File: src/design/i2cm_reg_pkg.sv
package i2cm_reg_pkg;

	localparam int unsigned FifoDepth = 2;

	typedef enum logic [3:0] {
		REG_CR1   = 4'd0,
		REG_CR2   = 4'd1,
		REG_OAR1  = 4'd2,
		REG_OAR2  = 4'd3,
		REG_DR    = 4'd4,
		REG_SR1   = 4'd5,
		REG_SR2   = 4'd6,
		REG_CCR   = 4'd7,
		REG_TRISE = 4'd8,
		REG_FLTR  = 4'd9
	} reg_idx_t;

	localparam logic [2:0] ACT_NONE  = 3'd0;
	localparam logic [2:0] ACT_START = 3'd1;
	localparam logic [2:0] ACT_SEND  = 3'd2;
	localparam logic [2:0] ACT_RECV  = 3'd3;
	localparam logic [2:0] ACT_RSTOP = 3'd4;

	typedef struct packed {
		logic        wr;
		logic [3:0]  idx;
		logic [15:0] data;
		logic        ack;
		logic [7:0]  rx;
	} acc_t;

	typedef struct packed {
		logic [15:0] read_data;
		logic [2:0]  bus_action;
		logic [7:0]  bus_byte;
		logic        evt_irq;
		logic        err_irq;
	} res_t;

endpackage

File: src/design/i2cm_reg_front.sv
module i2cm_reg_front import i2cm_reg_pkg::*; #(
	parameter int unsigned DEPTH = FifoDepth
) (
	input  logic        clk,
	input  logic        arst_n,
	input  logic        push,
	output logic        full,
	input  logic        cmd,
	input  logic [3:0]  reg_index,
	input  logic [15:0] write_data,
	input  logic        slave_ack,
	input  logic [7:0]  rx_byte,
	output logic        acc_valid,
	input  logic        acc_take,
	output acc_t        acc
);

	localparam int unsigned AW = (DEPTH > 1) ? $clog2(DEPTH) : 1;

	acc_t           mem_q [DEPTH];
	logic [AW-1:0]  wp_q, rp_q;
	logic [AW:0]    cnt_q;
	acc_t           in_w;
	logic           do_push, do_pop;

	always_comb begin
		in_w.wr   = cmd;
		in_w.idx  = reg_index;
		in_w.data = write_data;
		in_w.ack  = slave_ack;
		in_w.rx   = rx_byte;
	end

	assign full      = (cnt_q == (AW+1)'(DEPTH));
	assign acc_valid = (cnt_q != '0);
	assign do_push   = push && !full;
	assign do_pop    = acc_valid && acc_take;
	assign acc       = mem_q[rp_q];

	always_ff @(posedge clk) begin
		if (do_push) mem_q[wp_q] <= in_w;
	end

	always_ff @(posedge clk or negedge arst_n) begin
		if (!arst_n) begin
			wp_q  <= '0;
			rp_q  <= '0;
			cnt_q <= '0;
		end else begin
			if (do_push) wp_q <= (wp_q == AW'(DEPTH-1)) ? '0 : wp_q + 1'b1;
			if (do_pop)  rp_q <= (rp_q == AW'(DEPTH-1)) ? '0 : rp_q + 1'b1;
			cnt_q <= cnt_q + (AW+1)'(do_push) - (AW+1)'(do_pop);
		end
	end

endmodule

File: src/design/i2cm_reg_back.sv
module i2cm_reg_back import i2cm_reg_pkg::*; (
	input  logic clk,
	input  logic arst_n,
	input  logic acc_valid,
	output logic acc_take,
	input  acc_t acc,
	output logic empty,
	input  logic pop,
	output res_t res
);

	typedef enum logic [2:0] {
		PH_DIS   = 3'd0,
		PH_IDLE  = 3'd1,
		PH_START = 3'd2,
		PH_AWR   = 3'd3,
		PH_ARD   = 3'd4,
		PH_TX    = 3'd5,
		PH_RX    = 3'd6
	} phase_t;

	logic [15:0] cr1_q, cr2_q, oar1_q, oar2_q, sr1_q, sr2_q, ccr_q;
	logic [7:0]  dr_q, tgt_q;
	logic [5:0]  trise_q;
	logic [4:0]  fltr_q;
	phase_t      ph_q;
	logic        sseen_q, stopp_q, aseen_q;
	logic        res_valid_q;

	logic [15:0] cr1, cr2, oar1, oar2, sr1, sr2, ccr, rd, v;
	logic [7:0]  dr, tgt;
	logic [5:0]  trise;
	logic [4:0]  fltr;
	phase_t      ph;
	logic [2:0]  act;
	logic [7:0]  abyte;
	logic        sseen, stopp, aseen, done, swrst, ev, er;

	assign acc_take = acc_valid && (!res_valid_q || pop);
	assign empty    = !res_valid_q;

	always_comb begin
		cr1 = cr1_q; cr2 = cr2_q; oar1 = oar1_q; oar2 = oar2_q; sr1 = sr1_q;
		sr2 = sr2_q; ccr = ccr_q; dr = dr_q; tgt = tgt_q; trise = trise_q;
		fltr = fltr_q; ph = ph_q; sseen = sseen_q; stopp = stopp_q; aseen = aseen_q;
		rd = '0; act = ACT_NONE; abyte = '0; done = 1'b0; swrst = 1'b0;
		v = acc.data;
		if (acc.wr) begin
			unique case (acc.idx)
				REG_CR1: begin
					if (cr1[0] != v[0]) begin
						if (v[0]) begin
							cr1[0] = 1'b1; ph = PH_IDLE;
						end else begin
							cr1[0] = 1'b0; sr1 = '0; sr2[0] = 1'b0; ph = PH_DIS;
						end
					end
					if (v[8]) begin
						if (!cr1[0]) done = 1'b1;
						else begin
							if (ph == PH_IDLE || ph == PH_TX || sr2[1]) begin
								sr2[1:0] = 2'b11; sr1[0] = 1'b1; sr1[2] = 1'b1;
								sr1[7] = 1'b0; ph = PH_START;
							end
							v[8] = 1'b0;
						end
					end
					if (!done && v[9]) begin
						if (!cr1[0]) done = 1'b1;
						else begin
							stopp = 1'b1;
							if ((ph == PH_AWR || ph == PH_TX) && !cr1[10]) begin
								sr2[1:0] = 2'b00; sr1[2] = 1'b0; sr1[7] = 1'b0;
								ph = PH_IDLE; sseen = 1'b0; stopp = 1'b0; aseen = 1'b0;
							end
							v[9] = 1'b0;
						end
					end
					if (!done && !cr1[0] && (cr1[10] != v[10] || cr1[11] != v[11]))
						done = 1'b1;
					if (!done && v[15]) swrst = 1'b1;
					else if (!done) cr1 = v;
				end
				REG_CR2:   cr2 = v;
				REG_OAR1:  oar1 = v;
				REG_OAR2:  oar2 = v;
				REG_DR: begin
					dr = v[7:0];
					sr1[2] = 1'b0; sr1[7] = 1'b0; sr1[6] = 1'b0;
					if (sr1[0] && sseen) begin
						sseen = 1'b0; sr1[0] = 1'b0;
					end
					if (ph == PH_START) begin
						act = ACT_START; abyte = dr;
						if (!acc.ack) sr1[10] = 1'b1;
						else begin
							tgt = {1'b0, dr[7:1]};
							sr2[2] = dr[0];
							sr1[1] = 1'b1; sr1[2] = 1'b1;
							if (dr[0]) begin
								sr1[6] = 1'b1; ph = PH_ARD;
							end else begin
								sr1[7] = 1'b1; ph = PH_AWR;
							end
							dr = '0;
						end
					end else if (ph == PH_AWR || ph == PH_TX) begin
						act = ACT_SEND; abyte = dr;
						if (acc.ack) begin
							sr1[7] = 1'b1; sr1[2] = 1'b1; dr = '0; ph = PH_TX;
						end
					end
				end
				REG_SR1:   sr1 = v;
				REG_CCR:   ccr = v;
				REG_TRISE: trise = v[5:0];
				REG_FLTR:  fltr = v[4:0];
				default: ;
			endcase
		end else begin
			if (acc.idx != REG_SR2) aseen = 1'b0;
			sseen = 1'b0;
			unique case (acc.idx)
				REG_CR1:  rd = cr1_q;
				REG_CR2:  rd = cr2_q;
				REG_OAR1: rd = oar1_q;
				REG_OAR2: rd = oar2_q;
				REG_DR: begin
					sr1[2] = 1'b0; sr1[6] = 1'b0;
					if (ph == PH_ARD || ph == PH_RX) begin
						if (!cr1[10] && stopp) begin
							act = ACT_RSTOP;
							sr2[1:0] = 2'b00; sr1[7] = 1'b0;
							ph = PH_IDLE; stopp = 1'b0; aseen = 1'b0;
						end else begin
							act = ACT_RECV; sr1[6] = 1'b1; sr1[2] = 1'b1; ph = PH_RX;
						end
						dr = acc.rx;
					end
					rd = {8'h00, dr};
				end
				REG_SR1: begin
					sseen = 1'b1; aseen = 1'b1; rd = sr1_q;
				end
				REG_SR2: begin
					if (aseen_q) begin
						aseen = 1'b0; sr1[1] = 1'b0;
					end
					rd = sr2_q;
				end
				REG_CCR:   rd = ccr_q;
				REG_TRISE: rd = {10'd0, trise_q};
				REG_FLTR:  rd = {11'd0, fltr_q};
				default:   rd = '0;
			endcase
		end
		if (swrst) begin
			cr1 = '0; cr2 = '0; oar1 = '0; oar2 = '0; dr = '0; sr1 = '0; sr2 = '0;
			ccr = '0; trise = 6'd2; fltr = '0; ph = PH_DIS; sseen = 1'b0;
			stopp = 1'b0; aseen = 1'b0; tgt = 8'hFF;
		end
		ev = cr2[9] && ((sr1[4:0] != '0) || (cr2[10] && (sr1[7:6] != '0)));
		er = cr2[8] && ((sr1 & 16'hDF00) != '0);
	end

	always_ff @(posedge clk or negedge arst_n) begin
		if (!arst_n) begin
			cr1_q <= '0; cr2_q <= '0; oar1_q <= '0; oar2_q <= '0; sr1_q <= '0;
			sr2_q <= '0; ccr_q <= '0; dr_q <= '0; tgt_q <= 8'hFF; trise_q <= 6'd2;
			fltr_q <= '0; ph_q <= PH_DIS; sseen_q <= 1'b0; stopp_q <= 1'b0;
			aseen_q <= 1'b0; res_valid_q <= 1'b0; res <= '0;
		end else begin
			// hold the result word until it is popped
			if (acc_take) begin
				cr1_q <= cr1; cr2_q <= cr2; oar1_q <= oar1; oar2_q <= oar2;
				sr1_q <= sr1; sr2_q <= sr2; ccr_q <= ccr; dr_q <= dr; tgt_q <= tgt;
				trise_q <= trise; fltr_q <= fltr; ph_q <= ph; sseen_q <= sseen;
				stopp_q <= stopp; aseen_q <= aseen;
				res_valid_q <= 1'b1;
				res.read_data  <= rd;
				res.bus_action <= act;
				res.bus_byte   <= abyte;
				res.evt_irq    <= ev;
				res.err_irq    <= er;
			end else if (pop) begin
				res_valid_q <= 1'b0;
			end
		end
	end

endmodule

File: src/design/i2c_master_register_controller_core.sv
// I2C master register controller.
// Input side is a queue: drive cmd, reg_index, write_data, slave_ack and
// rx_byte with push; a word is taken at a clock edge with push high and full
// low. Each access produces exactly one result word.
// Result side is a queue too: while empty is low the oldest result sits on
// read_data, bus_action, bus_byte, evt_irq and err_irq; pop takes it.
// A two-entry input queue feeds the register back end, which updates all
// registers combinationally and writes a one-word output register.
// A word taken into the input queue shows on the result ports once the back end
// has written its result into the output register. Throughput is one access
// per cycle while pop keeps up. When pop stays low the output register holds,
// the back end stalls and the input queue fills, then full rises.
// Reset (arst_n low) empties both queues and returns every register to its
// reset value: all zero except TRISE at 2, the target address at all ones,
// and the sequencer disabled.
module i2c_master_register_controller_core import i2cm_reg_pkg::*; #(
	parameter int unsigned DEPTH = FifoDepth
) (
	input  logic        clk,
	input  logic        arst_n,
	input  logic        push,
	output logic        full,
	input  logic        cmd,
	input  logic [3:0]  reg_index,
	input  logic [15:0] write_data,
	input  logic        slave_ack,
	input  logic [7:0]  rx_byte,
	output logic        empty,
	input  logic        pop,
	output logic [15:0] read_data,
	output logic [2:0]  bus_action,
	output logic [7:0]  bus_byte,
	output logic        evt_irq,
	output logic        err_irq
);

	acc_t acc;
	res_t res;
	logic acc_valid, acc_take;

	i2cm_reg_front #(.DEPTH(DEPTH)) u_front (
		.clk, .arst_n, .push, .full, .cmd, .reg_index, .write_data,
		.slave_ack, .rx_byte, .acc_valid, .acc_take, .acc
	);

	i2cm_reg_back u_back (
		.clk, .arst_n, .acc_valid, .acc_take, .acc, .empty, .pop, .res
	);

	assign read_data  = res.read_data;
	assign bus_action = res.bus_action;
	assign bus_byte   = res.bus_byte;
	assign evt_irq    = res.evt_irq;
	assign err_irq    = res.err_irq;

endmodule

File: config.mk
export PLATFORM = sky130hd
export DESIGN_NAME = i2c_master_register_controller_core
export DESIGN_NICKNAME = d
export VERILOG_FILES = /design/src/design/i2cm_reg_pkg.sv /design/src/design/i2cm_reg_front.sv /design/src/design/i2cm_reg_back.sv /design/src/design/i2c_master_register_controller_core.sv
export SDC_FILE = /design/constraint.sdc
export NUM_CORES = 1
export LEC_CHECK = 0
export BUFFER_PORTS_ARGS = -buffer_cell sky130_fd_sc_hd__buf_2
export CORE_ASPECT_RATIO = 0.7
export CORE_UTILIZATION = 45
export CTS_CLUSTER_DIAMETER = 40
export DETAILED_ROUTE_END_ITERATION = 6
export PLACE_DENSITY = 0.67
export SYNTH_ARGS = -nofsm -noshare
export SYNTH_HDL_FRONTEND = slang
export SYNTH_SLANG_ARGS = --single-unit
File: constraint.sdc
create_clock -name clk -period 3 [get_ports clk]
set_input_delay 0 -clock clk [delete_from_list [all_inputs] [get_ports clk]]
set_output_delay 0 -clock clk [all_outputs]
set_load 0.05 [all_outputs]
==> out/metrics.yaml <==
outcome:
  status: "finished with violations"
  violations: "design-rule violations"
setup_path:
  cp-end-kind: "flip-flop"
  rrSetupSlack_ns: 0.18
  r2r_start: "u_front.rp_q$_DFFE_PN0P_"
  crit_path_start: "u_front.rp_q$_DFFE_PN0P_"
  r2r_end: "u_back.ph_q[2]$_DFFE_PN0P_"
  crit_required_ns: 3.39
  cp_slowest_cell: "dfrtp_4"
  arrival_ns: 3.21
  r2r_cells: 8
  path_class: "reg -> reg"
  worst-path-max-fanout: 18
  cpMostUsedCell: "and3_1"
  crit_chain: "mux2_2 -> and3_1 -> a21oi_1 -> xor2_1 -> and3_1 -> nor3_1 -> o311ai_1 -> o21ai_1"
  cp-start-kind: "flip-flop"
  slowest_delay_ns: 0.58
cells_and_area:
  antennaDiodeCount: 0
  syn2layout_area_growth_pct: 21.6
  nFillCells: 1898
  instances_no_fill: 1393
  nets: 1128
  final_common_cell: "nand2_1"
  stdcell_area_mm2: 0.0121
  drive_above_1_share_pct: 19.6
  final_cell_mix: "nand2_1, dfrtp_1, o21ai_0"
timing:
  slew_viol_final: 0
  setup_violations: 0
  skew_ns: 0.0194
  worst_slack_ns: 0.175
  post-route-period-util_pct: 94.2
  max_freq_mhz: 354
  rsz0062_at_grt: "false"
  worst_pin_slew_ns: 0.828
  slew-limit-headroom_pct: 44.5
  setup-tns-final_ns: 0
  whs_ns: 0.0749
  finalHoldViolCount: 0
  fin_crit_ns: 2.82
clock_network:
  cts.sinks: 217
  cts-root-buf: "clkbuf_16"
  post-cts-setup-buffers: 0
  cts_buffers: 25
  clk_pin_slew_ns: 0.06
  cts_tree: "done"
  h-tree-depth: 1
  cts_max_path_buffers: 3
  clock_latency_ns: 0.52
floorplanning:
  io_pins: 65
  die_h_um: 126
  die_w_um: 179
  coreArea_mm2: 0.0216
  initial_core_util_pct: 45.9
  die-area_mm2: 0.0226
  rows: 45
yosys:
  ys.flop_type: "dfrtp_1"
  async_flop_share_pct: 72.4
  synthesis.area_mm2: 0.00991
  syn-instance-count: 957
  yosys.cell_types.count: 63
  ys_seq_area_share_pct: 57.8
  synth-seq-cells: 217
  synth_edf_count: 60
  syn-num-nets: 993
  yosysWarnings: 0
  synth_area_per_cell_um2: 10.4
grt:
  antenna_found_initial: 0
  grt_overflow: 0
  grt_pass1_vias: 8085
  grt_max_degree: 71
  grt_pass1_wl_um: 47300
  gr-usage-all-layers_pct: 26.8
placement:
  preCtsSetupSlack_ns: 0.170
  hpwlAfterDp_um: 20600
  numPortBuffers: 64
  dpl-instance-area_mm2: 0.0109
  gp_congestion: 0.952
  dp_cells: 1314
detailed_routing:
  wirelength_um: 29500
  via_per_inst: 5.95
  wl_per_cell_um: 21.2
  vias: 8284
  drt-initial-drc-count: 988
  antenna_left: 0
  drc: 6
  first_pass_iters: 7
flow_run:
  maxCapViolCount: 0
power:
  p_per_area_mw_per_mm2: 1000
  p_leak_nw: 5.25
  irDropWorstVdd_mv: 0.481
worst_hold_path:
  hold_path_class: "in -> async"
## report_power, final
| group | leakage, nW | internal [mW] | switching, mW |
|---|---|---|---|
| Clock | 0.397 | 1.75 | 1.20 |
| Combinational | 2.23 | 1.53 | 2.98 |
| Sequential | 2.62 | 3.97 | 0.663 |
| Total | 5.25 | 7.25 | 4.84 |
## critical path, delay by kind of cell (launching register included)
kind	cells	cell delay, ns
AOI/OAI and AO/OA	3	0.68
xor gates and xnor gates	1	0.23
and+or+nand+nor	3	0.68
muxes	1	0.50
DFF	1	0.58
## per-layer routing
| metal | up-vias | GRT usage, % | wire length, µm |
|---|---|---|---|
| met1 | 3968 | 39.9 | 13300 |
| met5 | - | 2.95 | 91 |
| met4 | 2 | 6.24 | 625 |
| met2 | 461 | 38.5 | 12100 |
| li1 | 3794 | - | - |
| met3 | 59 | 7.46 | 3380 |
## synth_stat cells (all sizes together) (3+ instances only)
library cell | n | area share, %
o211ai | 8 | 0.61
nand4 | 3 | 0.19
and2 | 3 | 0.19
a211oi | 6 | 0.45
a32oi | 3 | 0.27
nand2b | 8 | 0.50
clkbuf | 33 | 1.2
mux2i | 28 | 3.0
nor3 | 9 | 0.61
edfxtp | 60 | 18
a21o | 14 | 1.1
a31oi | 17 | 1.1
dfrtp | 156 | 39
a22oi | 15 | 1.1
a221oi | 7 | 0.62
mux2 | 13 | 1.5
or2 | 9 | 0.57
nor2 | 41 | 1.6
buf | 22 | 1.4
and3 | 5 | 0.32
a21oi | 38 | 1.9
nand3 | 17 | 0.86
o22ai | 15 | 0.95
o31ai | 16 | 1.2
xnor2 | 6 | 0.53
nor3b | 5 | 0.38
o21a | 3 | 0.23
nand2 | 184 | 7.0
a222oi | 14 | 1.4
o21ai | 150 | 7.6
inv | 16 | 0.61
a32o | 4 | 0.40
## worst max-delay path by stage
stage                                            end  slack, ns
after floorplan            u_back.res[1]$_DFFE_PN0P_       0.65
after global placement    u_back.res[15]$_DFFE_PN0P_       0.18
after detailed placement  u_back.res[15]$_DFFE_PN0P_       0.17
after CTS                 u_back.res[15]$_DFFE_PN0P_       0.15
after global routing       u_back.res[1]$_DFFE_PN0P_       0.04
final                     u_back.ph_q[2]$_DFFE_PN0P_       0.18
## through the flow
stage	power [mW]	utilization, %
after floorplan	7.28	-
after global placement	8.94	50.4
after detailed placement	9.00	50.4
after CTS	12.0	55.7
after global routing	12.7	55.8
final	12.1	55.8
## cell families (layout without fill, tap and decap cells)
| family | Yosys count | after routing | synth area share (%) |
|---|---|---|---|
| AOI/OAI and AO/OA | 323 | 323 | 20.2 |
| and+or+nand+nor | 294 | 294 | 13.3 |
| DFF | 217 | 217 | 57.8 |
| buffers and inverters | 72 | 226 | 3.27 |
| muxes | 41 | 41 | 4.49 |
| xor gates and xnor gates | 8 | 8 | 0.707 |
| adders and majority gates | 2 | 2 | 0.252 |
## registers in the layout, indices dropped and copies added (netlist names), 15 cells and up
signal and flops:
u_back.ccr_q 16, u_back.cr1_q 15, u_back.cr2_q 16, u_back.oar1_q 16, u_back.oar2_q 16, u_back.res 29
u_back.sr1_q 16, u_front.mem_q 60
## final cells by class
class	count	area (µm²)	area share [%]
Clock inverter	10	100	0.830
Tap cell	282	353	2.93
Timing Repair Buffer	163	1190	9.87
Clock buffer	36	711	5.90
Sequential cell	217	5740	47.6
Inverter	17	63.8	0.529
Multi-Input combinational cell	668	3900	32.4
## what timing repair did
| action | 4_1_cts | 5_1_grt |
|---|---|---|
| hold endpoints to repair | 131 | 0 |
| gates resized for setup | 0 | 4 |
| hold buffers | 33 | 0 |
| endpoints found under the setup margin | 0 | 7 |
Power figures use the tool's default switching activity.
